File: src/hw/rtl/rpcc_pkg.sv
// Rotary phone call controller: shared constants, register map and word types.
// No dependencies; used by rotary_phone_call_controller_core.
package rpcc_pkg;

    // phone states
    localparam logic [2:0] MODE_IDLE    = 3'd0;
    localparam logic [2:0] MODE_PICKED  = 3'd1;
    localparam logic [2:0] MODE_DIALING = 3'd2;
    localparam logic [2:0] MODE_ESTAB   = 3'd3;
    localparam logic [2:0] MODE_RINGING = 3'd4;

    // command kinds
    localparam logic [1:0] CMD_STATUS = 2'd0;
    localparam logic [1:0] CMD_KEY    = 2'd1;
    localparam logic [1:0] CMD_PWR    = 2'd2;

    // key codes
    localparam logic [3:0] KEY_NONE   = 4'd0;
    localparam logic [3:0] KEY_ACCEPT = 4'd10;
    localparam logic [3:0] KEY_CLEAR  = 4'd11;

    // register map (word index = paddr[4:2])
    localparam int unsigned PADDR_W = 5;
    localparam logic [2:0] REG_DIGIT_GAP   = 3'd0;
    localparam logic [2:0] REG_CONNECT_GAP = 3'd1;
    localparam logic [2:0] REG_RING_GAP    = 3'd2;
    localparam logic [2:0] REG_BELL_PERIOD = 3'd3;
    localparam logic [2:0] REG_BELL_OFF    = 3'd4;
    localparam logic [2:0] REG_SHORT_PRESS = 3'd5;
    localparam logic [2:0] REG_LONG_PRESS  = 3'd6;

    // register reset values
    localparam logic [7:0] RST_DIGIT_GAP   = 8'd10;
    localparam logic [7:0] RST_CONNECT_GAP = 8'd200;
    localparam logic [7:0] RST_RING_GAP    = 8'd100;
    localparam logic [7:0] RST_BELL_PERIOD = 8'd20;
    localparam logic [7:0] RST_BELL_OFF    = 8'd10;
    localparam logic [7:0] RST_SHORT_PRESS = 8'd30;
    localparam logic [7:0] RST_LONG_PRESS  = 8'd255;

    localparam int unsigned MAX_RES = 3;

    typedef struct packed {
        logic [1:0] kind;
        logic [3:0] key;
        logic [7:0] ptime;
    } cmd_t;

    typedef struct packed {
        logic       tone;
        logic       bell;
        logic       lamp;
        logic [2:0] mode;
    } status_t;

    // remainder by ten through a reciprocal; exact for all 8-bit values
    function automatic logic [3:0] mod10(input logic [7:0] x);
        logic [15:0] prod;
        logic [4:0]  q;
        logic [7:0]  q10;
        logic [7:0]  r;
        begin
            prod = {8'd0, x} * 16'd205;
            q    = prod[15:11];
            q10  = {q, 3'b000} + {2'b00, q, 1'b0};
            r    = x - q10;
            return r[3:0];
        end
    endfunction

endpackage

File: src/hw/rtl/rotary_phone_call_controller.sv
// Rotary phone call controller core: tick decode, phone state machine and result queue.
// Depends on rpcc_pkg (hw/rtl/rpcc_pkg.sv).
//
// Use:
//   Input channel (in_valid/in_ready): one word per 25 ms tick carrying the sampled
//   on_hook, dial_contact and ring_sense levels.
//   Output channel (out_valid/out_ready): one to three result words per tick, each a
//   command (status only, key press or power press) with key code and press time,
//   plus the status (dial tone, bell, lamp, call state) at the end of the tick.
//   last_result marks the final word of a tick.
//   Configuration: APB-style write/read port, seven 8-bit registers at 4*i.
// Timing:
//   A tick is decoded in the cycle it is accepted; its result words are registered
//   in the result queue and then pass one by one through the output register. Results
//   leave at one word per cycle while out_ready is high; a new tick is taken while
//   the last word of the previous one moves to the output register. The result
//   queue sets this rate. After a write to bell_period the bell cadence remainder is
//   recomputed by a bit-serial divider, and in_ready is low while it runs.
// Reset and stalls:
//   rst_n clears the phone state and restores the register defaults. While
//   out_ready is low the output word holds and in_ready drops once the queue is full.
module rotary_phone_call_controller_core (
    input  logic                        clk,
    input  logic                        rst_n,
    // tick input
    input  logic                        in_valid,
    output logic                        in_ready,
    input  logic                        on_hook,
    input  logic                        dial_contact,
    input  logic                        ring_sense,
    // results
    output logic                        out_valid,
    input  logic                        out_ready,
    output logic [1:0]                  command,
    output logic [3:0]                  key_code,
    output logic [7:0]                  press_time,
    output logic                        dialtone_on,
    output logic                        bell_on,
    output logic                        led_on,
    output logic [2:0]                  call_state,
    output logic                        last_result,
    // configuration
    input  logic                        psel,
    input  logic                        penable,
    input  logic                        pwrite,
    input  logic [rpcc_pkg::PADDR_W-1:0] paddr,
    input  logic [31:0]                 pwdata,
    output logic [31:0]                 prdata,
    output logic                        pready
);

    // ---------------- configuration registers ----------------
    logic [7:0] digit_gap_reg, connect_gap_reg, ring_gap_reg;
    logic [7:0] bell_period_reg, bell_off_reg, short_press_reg, long_press_reg;
    logic       cfg_wr;
    logic [2:0] cfg_idx;

    assign pready  = 1'b1;
    assign cfg_wr  = psel && penable && pwrite;
    assign cfg_idx = paddr[4:2];

    always_ff @(posedge clk or negedge rst_n)
    begin
        if (!rst_n)
        begin
            digit_gap_reg   <= rpcc_pkg::RST_DIGIT_GAP;
            connect_gap_reg <= rpcc_pkg::RST_CONNECT_GAP;
            ring_gap_reg    <= rpcc_pkg::RST_RING_GAP;
            bell_period_reg <= rpcc_pkg::RST_BELL_PERIOD;
            bell_off_reg    <= rpcc_pkg::RST_BELL_OFF;
            short_press_reg <= rpcc_pkg::RST_SHORT_PRESS;
            long_press_reg  <= rpcc_pkg::RST_LONG_PRESS;
        end
        else if (cfg_wr)
        begin
            unique case (cfg_idx)
                rpcc_pkg::REG_DIGIT_GAP:   digit_gap_reg   <= pwdata[7:0];
                rpcc_pkg::REG_CONNECT_GAP: connect_gap_reg <= pwdata[7:0];
                rpcc_pkg::REG_RING_GAP:    ring_gap_reg    <= pwdata[7:0];
                rpcc_pkg::REG_BELL_PERIOD: bell_period_reg <= pwdata[7:0];
                rpcc_pkg::REG_BELL_OFF:    bell_off_reg    <= pwdata[7:0];
                rpcc_pkg::REG_SHORT_PRESS: short_press_reg <= pwdata[7:0];
                rpcc_pkg::REG_LONG_PRESS:  long_press_reg  <= pwdata[7:0];
                default: ;  // unmapped word, write ignored
            endcase
        end
    end

    always_comb
    begin
        prdata = 32'd0;
        unique case (cfg_idx)
            rpcc_pkg::REG_DIGIT_GAP:   prdata = {24'd0, digit_gap_reg};
            rpcc_pkg::REG_CONNECT_GAP: prdata = {24'd0, connect_gap_reg};
            rpcc_pkg::REG_RING_GAP:    prdata = {24'd0, ring_gap_reg};
            rpcc_pkg::REG_BELL_PERIOD: prdata = {24'd0, bell_period_reg};
            rpcc_pkg::REG_BELL_OFF:    prdata = {24'd0, bell_off_reg};
            rpcc_pkg::REG_SHORT_PRESS: prdata = {24'd0, short_press_reg};
            rpcc_pkg::REG_LONG_PRESS:  prdata = {24'd0, long_press_reg};
            default:                   prdata = 32'd0;
        endcase
    end

    // ---------------- phone state ----------------
    logic [2:0] mode_reg;
    logic       prev_hook_reg, prev_dial_reg;
    logic [7:0] pulse_count_reg, dial_idle_reg, ring_idle_reg;
    logic [7:0] bell_phase_reg;
    logic [7:0] bell_mod_reg;      // bell_phase mod bell_period, kept incrementally
    logic       tone_reg, bell_reg, lamp_reg;

    // bit-serial remainder unit, run after a bell_period write
    logic       div_busy_reg;
    logic [2:0] div_cnt_reg;
    logic [7:0] div_rem_reg;
    logic [8:0] div_trial;
    logic       div_ge;
    logic [8:0] div_diff;
    logic [7:0] div_rem_next;

    assign div_trial    = {div_rem_reg, bell_phase_reg[div_cnt_reg]};
    assign div_ge       = div_trial >= {1'b0, bell_period_reg};
    assign div_diff     = div_trial - {1'b0, bell_period_reg};
    assign div_rem_next = div_ge ? div_diff[7:0] : div_trial[7:0];

    // ---------------- result queue ----------------
    rpcc_pkg::cmd_t    pend_cmd_reg [rpcc_pkg::MAX_RES];
    rpcc_pkg::status_t pend_stat_reg;
    logic [1:0]        pend_cnt_reg;   // words still to send
    logic [1:0]        pend_idx_reg;

    logic in_acc, load_out;

    assign load_out = (pend_cnt_reg != 2'd0) && (!out_valid || out_ready);
    assign in_ready = !div_busy_reg
                      && ((pend_cnt_reg == 2'd0) || ((pend_cnt_reg == 2'd1) && load_out));
    assign in_acc   = in_valid && in_ready;

    // ---------------- tick decode ----------------
    logic [2:0]        mode_next;
    logic              prev_hook_next, prev_dial_next, tone_next, bell_next, lamp_next;
    logic [7:0]        pulse_count_next, dial_idle_next, ring_idle_next;
    logic [7:0]        bell_phase_next, bell_mod_next, cad_v;
    logic [8:0]        bm_inc;
    logic [3:0]        digit_v;
    logic [1:0]        n_v;
    rpcc_pkg::cmd_t    cmd_v [rpcc_pkg::MAX_RES];

    always_comb
    begin
        mode_next        = mode_reg;
        prev_hook_next   = prev_hook_reg;
        prev_dial_next   = prev_dial_reg;
        pulse_count_next = pulse_count_reg;
        dial_idle_next   = dial_idle_reg;
        ring_idle_next   = ring_idle_reg;
        bell_phase_next  = bell_phase_reg;
        bell_mod_next    = bell_mod_reg;
        tone_next        = tone_reg;
        bell_next        = bell_reg;
        lamp_next        = lamp_reg;
        cad_v            = 8'd0;
        bm_inc           = 9'd0;
        digit_v          = rpcc_pkg::mod10(pulse_count_reg);
        n_v              = 2'd0;
        for (int i = 0; i < rpcc_pkg::MAX_RES; i++)
        begin
            cmd_v[i] = '0;
        end

        // hook edges
        if (on_hook != prev_hook_next)
        begin
            if (on_hook)
            begin
                if (mode_next == rpcc_pkg::MODE_DIALING)
                begin
                    if (n_v != 2'd3)
                    begin
                        cmd_v[n_v] = '{rpcc_pkg::CMD_KEY, rpcc_pkg::KEY_CLEAR, long_press_reg};
                        n_v = n_v + 2'd1;
                    end
                    pulse_count_next = 8'd0;
                    dial_idle_next   = 8'd0;
                    mode_next        = rpcc_pkg::MODE_IDLE;
                end
                else if (mode_next == rpcc_pkg::MODE_ESTAB)
                begin
                    lamp_next = 1'b0;
                    if (n_v != 2'd3)
                    begin
                        cmd_v[n_v] = '{rpcc_pkg::CMD_KEY, rpcc_pkg::KEY_ACCEPT, short_press_reg};
                        n_v = n_v + 2'd1;
                    end
                    if (n_v != 2'd3)
                    begin
                        cmd_v[n_v] = '{rpcc_pkg::CMD_KEY, rpcc_pkg::KEY_CLEAR, short_press_reg};
                        n_v = n_v + 2'd1;
                    end
                    mode_next = rpcc_pkg::MODE_IDLE;
                end
                else if (mode_next != rpcc_pkg::MODE_RINGING)
                begin
                    mode_next = rpcc_pkg::MODE_IDLE;
                end
                tone_next = 1'b0;
            end
            else
            begin
                if (mode_next == rpcc_pkg::MODE_IDLE)
                begin
                    mode_next = rpcc_pkg::MODE_PICKED;
                    tone_next = 1'b1;
                end
                else if (mode_next == rpcc_pkg::MODE_RINGING)
                begin
                    bell_next = 1'b0;
                    if (n_v != 2'd3)
                    begin
                        cmd_v[n_v] = '{rpcc_pkg::CMD_KEY, rpcc_pkg::KEY_ACCEPT, short_press_reg};
                        n_v = n_v + 2'd1;
                    end
                    mode_next = rpcc_pkg::MODE_ESTAB;
                end
            end
            prev_hook_next = on_hook;
        end

        // dial pulses
        if (dial_contact != prev_dial_next)
        begin
            if (dial_contact)
            begin
                pulse_count_next = pulse_count_next + 8'd1;
                dial_idle_next   = 8'd0;
            end
            prev_dial_next = dial_contact;
        end

        // digit complete
        if ((dial_idle_next > digit_gap_reg) && (pulse_count_next != 8'd0))
        begin
            digit_v = rpcc_pkg::mod10(pulse_count_next);
            if (mode_next == rpcc_pkg::MODE_IDLE)
            begin
                if (digit_v == 4'd0)
                begin
                    // dialling zero on hook presses power
                    if (n_v != 2'd3)
                    begin
                        cmd_v[n_v] = '{rpcc_pkg::CMD_PWR, rpcc_pkg::KEY_NONE, long_press_reg};
                        n_v = n_v + 2'd1;
                    end
                    lamp_next = 1'b0;
                end
            end
            else if ((mode_next == rpcc_pkg::MODE_PICKED)
                     || (mode_next == rpcc_pkg::MODE_DIALING)
                     || (mode_next == rpcc_pkg::MODE_ESTAB))
            begin
                if (mode_next == rpcc_pkg::MODE_PICKED)
                begin
                    mode_next = rpcc_pkg::MODE_DIALING;
                    tone_next = 1'b0;
                end
                if (n_v != 2'd3)
                begin
                    cmd_v[n_v] = '{rpcc_pkg::CMD_KEY, digit_v, short_press_reg};
                    n_v = n_v + 2'd1;
                end
            end
            pulse_count_next = 8'd0;
            dial_idle_next   = 8'd0;
        end

        // long pause while dialling: connect
        if ((mode_next == rpcc_pkg::MODE_DIALING) && (dial_idle_next > connect_gap_reg))
        begin
            if (n_v != 2'd3)
            begin
                cmd_v[n_v] = '{rpcc_pkg::CMD_KEY, rpcc_pkg::KEY_ACCEPT, short_press_reg};
                n_v = n_v + 2'd1;
            end
            mode_next = rpcc_pkg::MODE_ESTAB;
            lamp_next = 1'b1;
        end

        // incoming ring and bell cadence
        if (ring_sense && (mode_next != rpcc_pkg::MODE_ESTAB))
        begin
            ring_idle_next  = 8'd0;
            mode_next       = rpcc_pkg::MODE_RINGING;
            tone_next       = 1'b0;
            lamp_next       = 1'b1;
            cad_v           = (bell_period_reg != 8'd0) ? bell_mod_next : bell_phase_next;
            bm_inc          = {1'b0, bell_mod_next} + 9'd1;
            bell_mod_next   = ((bell_phase_next == 8'hFF)
                               || (bm_inc == {1'b0, bell_period_reg}))
                              ? 8'd0 : bm_inc[7:0];
            bell_phase_next = bell_phase_next + 8'd1;
            bell_next       = !(cad_v > bell_off_reg);
        end

        // ring timeout
        if ((mode_next == rpcc_pkg::MODE_RINGING) && (ring_idle_next > ring_gap_reg))
        begin
            bell_next       = 1'b0;
            bell_phase_next = 8'd0;
            bell_mod_next   = 8'd0;
            mode_next       = prev_hook_next ? rpcc_pkg::MODE_IDLE : rpcc_pkg::MODE_PICKED;
            lamp_next       = 1'b0;
        end

        ring_idle_next = ring_idle_next + 8'd1;
        dial_idle_next = dial_idle_next + 8'd1;
    end

    // state update
    always_ff @(posedge clk or negedge rst_n)
    begin
        if (!rst_n)
        begin
            mode_reg        <= rpcc_pkg::MODE_IDLE;
            prev_hook_reg   <= 1'b1;
            prev_dial_reg   <= 1'b1;
            pulse_count_reg <= 8'd0;
            dial_idle_reg   <= 8'd0;
            ring_idle_reg   <= 8'd0;
            bell_phase_reg  <= 8'd0;
            bell_mod_reg    <= 8'd0;
            tone_reg        <= 1'b0;
            bell_reg        <= 1'b0;
            lamp_reg        <= 1'b0;
            div_busy_reg    <= 1'b0;
            div_cnt_reg     <= 3'd0;
            div_rem_reg     <= 8'd0;
        end
        else
        begin
            if (in_acc)
            begin
                mode_reg        <= mode_next;
                prev_hook_reg   <= prev_hook_next;
                prev_dial_reg   <= prev_dial_next;
                pulse_count_reg <= pulse_count_next;
                dial_idle_reg   <= dial_idle_next;
                ring_idle_reg   <= ring_idle_next;
                bell_phase_reg  <= bell_phase_next;
                bell_mod_reg    <= bell_mod_next;
                tone_reg        <= tone_next;
                bell_reg        <= bell_next;
                lamp_reg        <= lamp_next;
            end

            // new period: recompute phase remainder, MSB first
            if (cfg_wr && (cfg_idx == rpcc_pkg::REG_BELL_PERIOD))
            begin
                div_busy_reg <= 1'b1;
                div_cnt_reg  <= 3'd7;
                div_rem_reg  <= 8'd0;
            end
            else if (div_busy_reg)
            begin
                div_rem_reg <= div_rem_next;
                div_cnt_reg <= div_cnt_reg - 3'd1;
                if (div_cnt_reg == 3'd0)
                begin
                    div_busy_reg <= 1'b0;
                    bell_mod_reg <= div_rem_next;
                end
            end
        end
    end

    // queue fill and drain
    always_ff @(posedge clk or negedge rst_n)
    begin
        if (!rst_n)
        begin
            pend_cnt_reg <= 2'd0;
            pend_idx_reg <= 2'd0;
        end
        else if (in_acc)
        begin
            pend_cnt_reg <= (n_v == 2'd0) ? 2'd1 : n_v;
            pend_idx_reg <= 2'd0;
        end
        else if (load_out)
        begin
            pend_cnt_reg <= pend_cnt_reg - 2'd1;
            pend_idx_reg <= pend_idx_reg + 2'd1;
        end
    end

    always_ff @(posedge clk)
    begin
        if (in_acc)
        begin
            for (int i = 0; i < rpcc_pkg::MAX_RES; i++)
            begin
                pend_cmd_reg[i] <= cmd_v[i];
            end
            pend_stat_reg <= '{tone_next, bell_next, lamp_next, mode_next};
        end
    end

    // output register
    logic out_valid_reg;
    rpcc_pkg::cmd_t    out_cmd_reg;
    rpcc_pkg::status_t out_stat_reg;
    logic out_last_reg;

    always_ff @(posedge clk or negedge rst_n)
    begin
        if (!rst_n)
        begin
            out_valid_reg <= 1'b0;
        end
        else if (load_out)
        begin
            out_valid_reg <= 1'b1;
        end
        else if (out_ready)
        begin
            out_valid_reg <= 1'b0;
        end
    end

    always_ff @(posedge clk)
    begin
        if (load_out)
        begin
            out_cmd_reg  <= pend_cmd_reg[pend_idx_reg];
            out_stat_reg <= pend_stat_reg;
            out_last_reg <= (pend_cnt_reg == 2'd1);
        end
    end

    assign out_valid   = out_valid_reg;
    assign command     = out_cmd_reg.kind;
    assign key_code    = out_cmd_reg.key;
    assign press_time  = out_cmd_reg.ptime;
    assign dialtone_on = out_stat_reg.tone;
    assign bell_on     = out_stat_reg.bell;
    assign led_on      = out_stat_reg.lamp;
    assign call_state  = out_stat_reg.mode;
    assign last_result = out_last_reg;

endmodule

File: config.mk
export PLATFORM = sky130hd
export DESIGN_NAME = rotary_phone_call_controller_core
export DESIGN_NICKNAME = d
export VERILOG_FILES = /design/src/hw/rtl/rpcc_pkg.sv /design/src/hw/rtl/rotary_phone_call_controller.sv
export SDC_FILE = /design/constraint.sdc
export NUM_CORES = 1
export LEC_CHECK = 0
export BUFFER_PORTS_ARGS = -buffer_cell sky130_fd_sc_hd__buf_4
export CORE_ASPECT_RATIO = 1.75
export CORE_MARGIN = 5
export CORE_UTILIZATION = 30
export CTS_CLUSTER_SIZE = 25
export DETAILED_ROUTE_END_ITERATION = 16
export PLACE_DENSITY = 0.43
export SLEW_MARGIN = 20
export SYNTH_ARGS = -nofsm -noshare
export SYNTH_HDL_FRONTEND = slang
export SYNTH_SLANG_ARGS = --single-unit
File: constraint.sdc
create_clock -name clk -period 22.5 [get_ports clk]
set_input_delay 2.25 -clock clk [delete_from_list [all_inputs] [get_ports clk]]
set_output_delay 2.25 -clock clk [all_outputs]
set_load 0.03 [all_outputs]
==> impl_results.md, run 1 <==
* Total GRT Usage at 15.5%
* Post_cts resized at 0
* Worst-skew pair later-pin latency at 0.45 ns
* Clock root cell: clkbuf_16
* Port bufs at 51
* Peak VDD IR at 52.2 µV
* Post-synthesis instance total at 1225
* Compound-cell area share of the yosys netlist at 12.9%
* Drt drc at 0
* Gpl congestion at 0.819
* CP Class: in -> reg
* Pre-antenna DRT Iters at 5
* Final max-slew violation count at 0
* Pwr Density at 113 nW/µm²
* CP Max Fanout at 14
* Met3 usage at 1.64%
* Starting Density at 30.3%
* Vias in the first global route at 9197
* Commonest non-fill, non-tap cell in the layout: nand2_1
* Setup slack after layout at 11.80 ns
* Hold_buf cts at 0
* Layout cells sized above 1 at 14.9%
* Pleak at 5.98 nW
* Post-synthesis mux area share at 9.12%
* Io pins at 103
* Via density at 4.98
* Antenna diode count at 0
* Worst-Margin Slew at 1.03 ns
* Fin Setup TNS at 0 ns
* Total grt overflow at 0
* Antenna Violating Nets Remaining at 0
* Final hold violation count at 0
* Worst min path class: reg -> reg
* Clock period minus final worst setup slack at 10.70 ns
* Die Area at 44600 µm²
* Sink Count at 190
* CP startpoint kind: input port
* Most frequent cells in the layout: 128 x nand2_1, 95 x inv_1, 95 x dfrtp_1, 92 x o21ai_0, 87 x ha_1
* Global route hottest layer: met2
* Final Util at 33.7%
* CP arrival at 10.91 ns
* Met1 Resource Use GR at 15.1%
* Row cnt at 97
* Core area at 39900 µm²
* DIE WIDTH at 162 µm
* Layout Nets at 1398
* Ys async rst share at 63.7%
* Iter 0 DRT Violations at 382
* Crit-path max cell delay at 0.55 ns
* Register area share after synthesis at 42.5%
* Total power at 1.52 mW
* Initial antenna violation count at 0
* Status: finished clean
* Mean Syn Cell Area at 9.87 µm²
* CTS tree: built
* Postcts setup bufs at 0
* Post-Syn Area at 12100 µm²
* Unique masters post-synth at 71
* Global routing met2 resource utilization at 32.0%
* Period utilisation layout at 47.5%
* Post-synth EDFFs at 69
* FMAX at 0.0935 GHz
* Number of flip-flops in the largest register at 42
* Relative slew slack at 31.0%
* Area Overhead vs Synth at 11.4%
* First-pass GRT wire length at 52900 µm
* Final Setup Violations at 0
* Number of max-cap violations at 0
* Num CTS Buffers at 17
* Aggregate routed wire length at 33700 µm
* Crit path required time at 22.71 ns
* Largest net degree at the start of global routing at 78
* Post-DP HPWL at 25800 µm
* Via count at 8771
* Synth Flop Type: dfrtp_1
* YS warnings at 0
* Final Skew at 0.0170 ns
* Routed WL per cell at 19.1 µm
* Slowest cell on the critical path: ha_1
* RSZ-0062 raised after global routing: no
* Xor and xnor area share after synthesis at 3.16%
* Yosys reg bits at 190
* Clock transition at path regs at 0.08 ns
* Die Y at 276 µm
* Largest family of logic cells by synthesized area: simple AND/OR/NAND/NOR gates
* Post-synthesis simple-gate area fraction at 14.8%
* Adder-Cell Fraction of Synth Area at 11.0%
* Worst Setup Slack post-DPL at 11.25 ns
* Worst Path Buf+Inv at 6
* CP top delay family: adder cells
* Clock buffer depth at 2
* H-tree depth at 4
* Crit end category: flip-flop
[synthesized netlist by cell type, types with 18 or more instances]
cell	instances	area [µm²]
inv_1	96	360
a211oi_1	18	135
dfrtp_1	95	2380
nand3_1	33	165
clkbuf_1	44	165
dfstp_2	26	683
xnor2_1	24	210
and2_1	30	188
a21oi_1	56	280
nor2_1	76	285
mux2_2	53	597
buf_4	27	203
mux2i_1	37	370
ha_1	87	1090
nand2_1	129	484
edfxtp_1	69	2070
o21ai_0	92	460
[final timing paths]
path	start	to	slack (ns)	cells past startpoint
min reg2reg	pend_stat_reg[4]	bell_on	0.42	0
min in group asynchronous	rst_n	ring_idle_reg[4]	1.90	1
max reg2reg	prev_hook_reg	pend_cmd_reg[0][2]	13.21	34
min	pend_stat_reg[4]	bell_on	0.42	0
max	on_hook	pend_cmd_reg[0][2]	11.80	34
max in group asynchronous	rst_n	bell_off_reg[4]	19.18	2
[metrics by stage]
stage               hold slack (ns)  area [µm²]  std cells
floorplan                     0.400       12200       1253
global placement              0.417       12900       1728
detailed placement            0.409       12900       1728
CTS                           0.430       13500       1760
global route                  0.432       13500       1760
finish                        0.424       13500       1760
[cell families (layout without fill, tap and decap cells)]
family,Yosys count,after routing
multiplexers,96,96
AND/OR/NAND/NOR,370,370
adder cells (fa/ha/maj),99,99
buffers and inverters,177,189
XOR/XNOR,42,42
AO/OA/AOI/OAI,249,249
other,2,30
flip-flops,190,190
[where the power goes]
part	total [mW]	leakage [nW]	internal, mW	switching [mW]
sequential	0.582	2.13	0.478	0.104
combinational	0.622	3.56	0.239	0.383
clock	0.312	0.289	0.159	0.153
[area by class of cell]
type                            count  area, µm²
Clock buffer                       18        429
Tap cell                          495        619
Sequential cell                   190       5130
Inverter                           96        360
Clock inverter                     14        173
Multi-Input combinational cell    886       6290
Fill cell                        4064      26500
Timing Repair Buffer               61        458
[layer usage]
metal	part of all wire (%)	wire, µm
met2	59	19700
met4	3.6	1200
met5	0	0
met3	1.5	518
met1	36	12200
[worst register-to-register path, delay by kind of cell (launching register included)]
kind	cells	cell delay, ns
adders and majority gates	8	3.10
and+or+nand+nor	7	1.88
xor gates and xnor gates	7	1.62
AOI/OAI and AO/OA	6	1.46
DFF	1	0.53
buffers and inverters	6	0.45
Note: power is estimated with default switching activity, not from simulation.
==> run 2, diff against run 1 <==
Settings changed: ABC_AREA set to 1.
Clock period 22.5 ns to 10.9 ns, I/O delays scaled along.
==> impl_results.md, run 2 <==
* DIE WIDTH at 164 µm (was 162 µm)
* Fill cell count at 4347 (was 4064)
* Final Setup Violations at 0 (unchanged)
* Final hold violation count at 0 (unchanged)
* Total GRT Usage at 16.4% (was 15.5%)
* Final max-slew violation count at 0 (unchanged)
* YS warnings at 0 (unchanged)
* RR Startpoint: prev_hook_reg (unchanged)
* Clock buffer depth at 2 (unchanged)
* Count leader, synth: nand2_1 (unchanged)
* Crit path required time at 11.09 ns (was 22.71 ns)
* Top-area cell type share of the netlist area at 19.1% (was 19.7%)
* Register area share after synthesis at 41.3% (was 42.5%)
* Core area at 41000 µm² (was 39900 µm²)
* Status: finished clean (unchanged)
* Antenna Violating Nets Remaining at 0 (unchanged)
* Aggregate routed wire length at 36600 µm (was 33700 µm)
* Io pins at 103 (unchanged)
* Worst min path class: reg -> reg (unchanged)
* Crit end category: flip-flop (unchanged)
* Antenna diode count at 0 (unchanged)
* Postcts setup bufs at 0 (unchanged)
* Largest net degree at the start of global routing at 69 (was 78)
* CP Max Fanout at 18 (was 14)
* Iter 0 DRT Violations at 463 (was 382)
* Worst Setup EP: pend_cmd_reg[0][7] (was pend_cmd_reg[0][2])
* First-pass GRT wire length at 57500 µm (was 52900 µm)
* Post-synthesis instance total at 1514 (was 1225)
* Hold_buf cts at 0 (unchanged)
* Slowest cell on the critical path: nor3b_1 (was ha_1)
* Port bufs at 51 (unchanged)
* Post_cts resized at 0 (unchanged)
* Drt drc at 0 (unchanged)
* Post-synth EDFFs at 69 (unchanged)
* Starting Density at 30.4% (was 30.3%)
* FF/Latch Area at 5130 µm² (unchanged)
* Worst-Margin Slew at 1.01 ns (was 1.03 ns)
* Crit-path max cell delay at 0.76 ns (was 0.55 ns)
* Synth top cells by count: 286 x nand2_1, 230 x inv_1, 143 x nor2_1, 134 x o21ai_0, 95 x dfrtp_1 (was 129 x nand2_1, 96 x inv_1, 95 x dfrtp_1, 92 x o21ai_0, 87 x ha_1)
* Relative slew slack at 32.3% (was 31.0%)
* Crit path launch: on_hook (unchanged)
* Final Util at 34.0% (was 33.7%)
* Number of flip-flops in the largest register at 42 (unchanged)
* Die Area at 45800 µm² (was 44600 µm²)
* Total grt overflow at 0 (unchanged)
* RSZ-0062 raised after global routing: no (unchanged)
* Clock transition at path regs at 0.08 ns (about the same)
* CP Class: in -> reg (unchanged)
* Pwr Density at 274 nW/µm² (was 113 nW/µm²)
* Ys async rst share at 63.7% (unchanged)
* Row cnt at 98 (was 97)
* Multi-input logic area at 6150 µm² (was 6290 µm²)
* Vias in the first global route at 10.3k (was 9197)
* Layout Nets at 1703 (was 1398)
* Synth Flop Type: dfrtp_1 (unchanged)
* Yosys reg bits at 190 (unchanged)
* CP arrival at 8.68 ns (was 10.91 ns)
* Initial antenna violation count at 0 (unchanged)
* Reg2reg path depth at 38 (was 34)
* Num CTS Buffers at 17 (unchanged)
* Most common cell on crit path: inv_1
* Final Skew at 0.0176 ns (was 0.0170 ns)
* H-tree depth at 4 (unchanged)
* Most frequent cells in the layout: 285 x nand2_1, 229 x inv_1, 143 x nor2_1, 134 x o21ai_0, 95 x dfrtp_1 (was 128 x nand2_1, 95 x inv_1, 95 x dfrtp_1, 92 x o21ai_0, 87 x ha_1)
* CP startpoint kind: input port (unchanged)
* Peak VDD IR at 117 µV (was 52.2 µV)
* Pre-antenna DRT Iters at 5 (unchanged)
* Post-Syn Area at 12400 µm² (was 12100 µm²)
* R2R Setup Slk at 2.59 ns (was 13.21 ns)
* Unique masters post-synth at 62 (was 71)
* Reg2reg end: pend_cmd_reg[0][7] (was pend_cmd_reg[0][2])
* Gpl congestion at 0.910 (was 0.819)
* Commonest non-fill, non-tap cell in the layout: nand2_1 (unchanged)
* Clock root cell: clkbuf_16 (unchanged)
* Sink Count at 190 (unchanged)
* Leading area contributor after synthesis: dfrtp_1 (unchanged)
* Clock period minus final worst setup slack at 8.49 ns
* Fin Setup TNS at 0 ns (unchanged)
* Via density at 4.71 (was 4.98)
* CTS tree: built (unchanged)
* Routed WL per cell at 17.2 µm (was 19.1 µm)
* Number of max-cap violations at 0 (unchanged)
* Via count at 9985 (was 8771)
* Worst-skew pair later-pin latency at 0.47 ns (was 0.45 ns)
* Layout cells sized above 1 at 11.1% (was 14.9%)
* Minimum hold slack at 0.425 ns (was 0.424 ns)
* Pleak at 6.53 nW (was 5.98 nW)
* Area Overhead vs Synth at 12.1% (was 11.4%)
* FMAX at 0.118 GHz
* Die Y at 279 µm (was 276 µm)
* Mean Syn Cell Area at 8.21 µm² (was 9.87 µm²)
* Period utilisation layout at 77.9%
* Synth top area cells: dfrtp_1 19%, edfxtp_1 17%, ha_1 8.8% (was dfrtp_1 20%, edfxtp_1 17%, ha_1 9.0%)
* Post-DP HPWL at 29000 µm (was 25800 µm)
==> run 2: changes by cell type in the layout (fill, tap and decap cells not counted), moves of 15 or more <==
cell / delta
inv_1: +134
and2_1: -29
nand2_2: +15
a21oi_1: +29
o22ai_1: +21
nor2_1: +67
and3_1: -16
nor2b_1: -15
xnor2_1: -17
nand2_1: +157
mux2i_1: -36
mux2_2: -53
o21ai_0: +42
==> run 2: through the flow <==
step,setup WS [ns],cells,power (mW),area [µm²]
after floorplan,3.08,1542,2.61,12500
after global placement,1.84,2088,3.20,13300
after detailed placement,1.78,2088,3.24,13300
after CTS,2.23,2120,3.90,13900
after global routing,1.74,2120,4.19,13900
final,2.41,2120,3.82,13900
==> run 2: cell families after synthesis <==
kind of cell | Yosys count | synth area share [%]
adder cells (fa/ha/maj) | 99 | 10.7
flip-flops | 190 | 41.3
buffers and inverters | 303 | 10.2
AO/OA/AOI/OAI | 327 | 15.6
other | 2 | 0.0604
XOR/XNOR | 35 | 2.65
multiplexers | 1 | 0.0805
AND/OR/NAND/NOR | 557 | 19.5
==> run 2: worst min path at each step <==
stage / from / end / depth (start not counted)
2_1_floorplan: pend_stat_reg[4] / bell_on / 0
3_3_place_gp: pend_stat_reg[1] / call_state[1] / 0
3_5_place_dp: pend_stat_reg[0] / call_state[0] / 0
4_1_cts: pend_stat_reg[3] / led_on / 0
5_1_grt: pend_stat_reg[0] / call_state[0] / 0
6_report: pend_stat_reg[0] / call_state[0] / 0
==> run 2: power by group <==
group | switching [mW] | total, mW | internal, mW
clock | 0.336 | 0.652 | 0.317
combinational | 1.34 | 2.00 | 0.660
sequential | 0.152 | 1.17 | 1.02
total | 1.82 | 3.82 | 2.00
==> run 2: final cells by class <==
cell class	count	share of cell area [%]
clock buffer	18	3.15
clock inverter	14	1.16
inverter	236	6.38
multi-input combinational	1049	44.2
sequential	190	36.8
tap	550	4.94
timing repair buffer	63	3.39
==> run 2: worst max-delay path, delay by kind of cell <==
kind | cells | cell delay, ns
simple gates | 11 | 2.11
fa+ha+maj | 8 | 2.98
xor+xnor | 2 | 0.31
compound gates | 7 | 1.31
buf+inv | 10 | 0.85
==> run 2: metal layers <==
metal	vias up	GRT usage [%]	routed length [µm]
met5	-	0	0
met4	0	6.87	1360
met3	52	2.12	811
met2	134	32.5	20800
met1	4730	16.8	13600
li1	5069	-	-
==> run 3, diff against run 2 <==
Settings changed: PLACE_DENSITY 0.43 to 0.44.
Clock period 10.9 ns to 7.6 ns, I/O delays scaled along.
==> impl_results.md, run 3 (same netlist as run 2, synthesis figures left out) <==
* Setup slack after layout at 0.417 ns (was 2.41 ns)
* RSZ-0062 raised after global routing: yes (was no)
* WL met2 at 21100 µm (was 20800 µm)
* Final Setup Violations at 0 (unchanged)
* Commonest non-fill, non-tap cell in the layout: nand2_1 (unchanged)
* Aggregate routed wire length at 37600 µm (was 36600 µm)
* Slowest cell on the critical path: dfstp_2 (was nor3b_1)
* RR Startpoint: prev_hook_reg (unchanged)
* Most common cell on crit path: inv_1 (unchanged)
* Peak VDD IR at 159 µV (was 117 µV)
* Metal3 WL at 1060 µm (was 811 µm)
* Status: finished clean (unchanged)
* Clock root cell: clkbuf_16 (unchanged)
* Wl on met1 at 13700 µm (was 13600 µm)
* Reg2reg path depth at 42 (was 38)
* Num CTS Buffers at 17 (unchanged)
* Worst Setup Slack post-DPL at -0.189 ns (was 1.78 ns)
* Crit end category: flip-flop (unchanged)
* Pwr Density at 402 nW/µm² (was 274 nW/µm²)
* Total grt overflow at 0 (unchanged)
* Fin area at 14400 µm² (was 13900 µm²)
* Die Y at 279 µm (unchanged)
* First-pass GRT wire length at 57800 µm (was 57500 µm)
* Routed WL per cell at 17.3 µm (was 17.2 µm)
* CP Max Fanout at 5 (was 18)
* Port bufs at 51 (unchanged)
* Gpl congestion at 0.913 (was 0.910)
* Pre-antenna DRT Iters at 5 (unchanged)
* Clock period minus final worst setup slack at 7.18 ns
* Area post-placement at 13700 µm² (was 13300 µm²)
* Final hold violation count at 0 (unchanged)
* Hold_buf cts at 0 (unchanged)
* Row cnt at 98 (unchanged)
* Crit-path max cell delay at 0.55 ns (was 0.76 ns)
* Area Overhead vs Synth at 16.0% (was 12.1%)
* Final Skew at 0.0165 ns (was 0.0176 ns)
* Number of flip-flops in the largest register at 42 (unchanged)
* Pleak at 6.77 nW (was 6.53 nW)
* Final max-slew violation count at 0 (unchanged)
* Post-DP HPWL at 29400 µm (was 29000 µm)
* CP startpoint kind: flip-flop (was input port)
* Iter 0 DRT Violations at 496 (was 463)
* DIE WIDTH at 164 µm (unchanged)
* Relative slew slack at 30.8% (was 32.3%)
* Total power at 5.80 mW (was 3.82 mW)
* CP Class: reg -> reg (was in -> reg)
* Worst min path class: in -> async (was reg -> reg)
* Worst-skew pair later-pin latency at 0.46 ns (was 0.47 ns)
* Antenna diode count at 0 (unchanged)
* Via density at 4.76 (was 4.71)
* Clock buffer depth at 2 (unchanged)
* Antenna Violating Nets Remaining at 0 (unchanged)
* Vias in the first global route at 10.4k (was 10.3k)
* Initial antenna violation count at 0 (unchanged)
* Period utilisation layout at 94.5%
* Worst-Margin Slew at 1.03 ns (was 1.01 ns)
* Via count at 10.3k (was 9985)
* Number of max-cap violations at 0 (unchanged)
* Top Layer Used: met4 (unchanged)
* Layout Nets at 1751 (was 1703)
* H-tree depth at 4 (unchanged)
* Total GRT Usage at 16.5% (was 16.4%)
* Starting Density at 30.4% (unchanged)
* Reg2reg end: pend_cmd_reg[1][2] (was pend_cmd_reg[0][7])
* Drt drc at 0 (unchanged)
* Largest net degree at the start of global routing at 68 (was 69)
* R2R Setup Slk at 0.42 ns (was 2.59 ns)
* Minimum hold slack at 0.359 ns (was 0.425 ns)
* CP arrival at 7.40 ns (was 8.68 ns)
* Io pins at 103 (unchanged)
* Die Area at 45800 µm² (unchanged)
* Sink Count at 190 (unchanged)
* Core area at 41000 µm² (unchanged)
* Clock transition at path regs at 0.08 ns (about the same)
* Crit path required time at 7.82 ns (was 11.09 ns)
* Layout cells sized above 1 at 14.5% (was 11.1%)
* FMAX at 0.139 GHz
* Most frequent cells in the layout: 282 x nand2_1, 228 x inv_1, 142 x nor2_1, 133 x o21ai_0, 108 x buf_4 (was 285 x nand2_1, 229 x inv_1, 143 x nor2_1, 134 x o21ai_0, 95 x dfrtp_1)
* CTS tree: built (unchanged)
run 3: layer usage:
layer / global-route usage [%] / vias to the layer above
met5: 0 / -
met1: 16.6 / 4894
met2: 32.5 / 193
li1: - / 5165
met3: 2.46 / 68
met4: 7.40 / 0
run 3: cell type report:
| type | count | area [µm²] |
|---|---|---|
| fillers | 4368 | 26500 |
| multi-input cells | 1050 | 6240 |
| flip-flops and latches | 190 | 5130 |
| inverters | 236 | 892 |
| repair buffers | 110 | 851 |
| well taps | 550 | 688 |
| clock buffers | 17 | 425 |
| clock inverters | 15 | 194 |
run 3: where the power goes:
part	internal (mW)	leakage (nW)	switching, mW
registers	1.46	2.13	0.221
logic	1.17	4.35	2.01
clock network	0.475	0.298	0.469
run 3: how the worst max path moves through the flow:
stage	cells past startpoint	start	slack, ns	end
floorplan	37	on_hook	0.11	pend_cmd_reg[0][7]
global placement	41	on_hook	-0.17	pend_cmd_reg[1][2]
detailed placement	41	on_hook	-0.19	pend_cmd_reg[1][2]
CTS	39	prev_hook_reg	0.08	pend_cmd_reg[1][2]
global route	43	prev_hook_reg	-0.01	pend_cmd_reg[2][4]
finish	42	prev_hook_reg	0.42	pend_cmd_reg[1][2]
run 3: worst max-delay path: cells and delay by family (launching register included):
family,cells,cell delay (ns)
AO/OA/AOI/OAI,6,0.89
XOR/XNOR,1,0.15
adder cells (fa/ha/maj),8,2.84
buffers and inverters,10,0.65
flip-flops,1,0.55
AND/OR/NAND/NOR,17,1.83
run 3: metrics by stage:
step / TNS, ns / instances / util [%]
2_1_floorplan: 0 / 1542 / -
3_3_place_gp: -0.843 / 2129 / 33.4
3_5_place_dp: -0.911 / 2129 / 33.4
4_1_cts: 0 / 2161 / 34.9
5_1_grt: -0.0135 / 2168 / 35.2
6_report: 0 / 2168 / 35.2
run 3: timing repair:
action,CTS,global route
endpoints found under the hold margin,0,0
buffers inserted,0,6
resized for setup,0,17
setup endpoints to repair,0,53
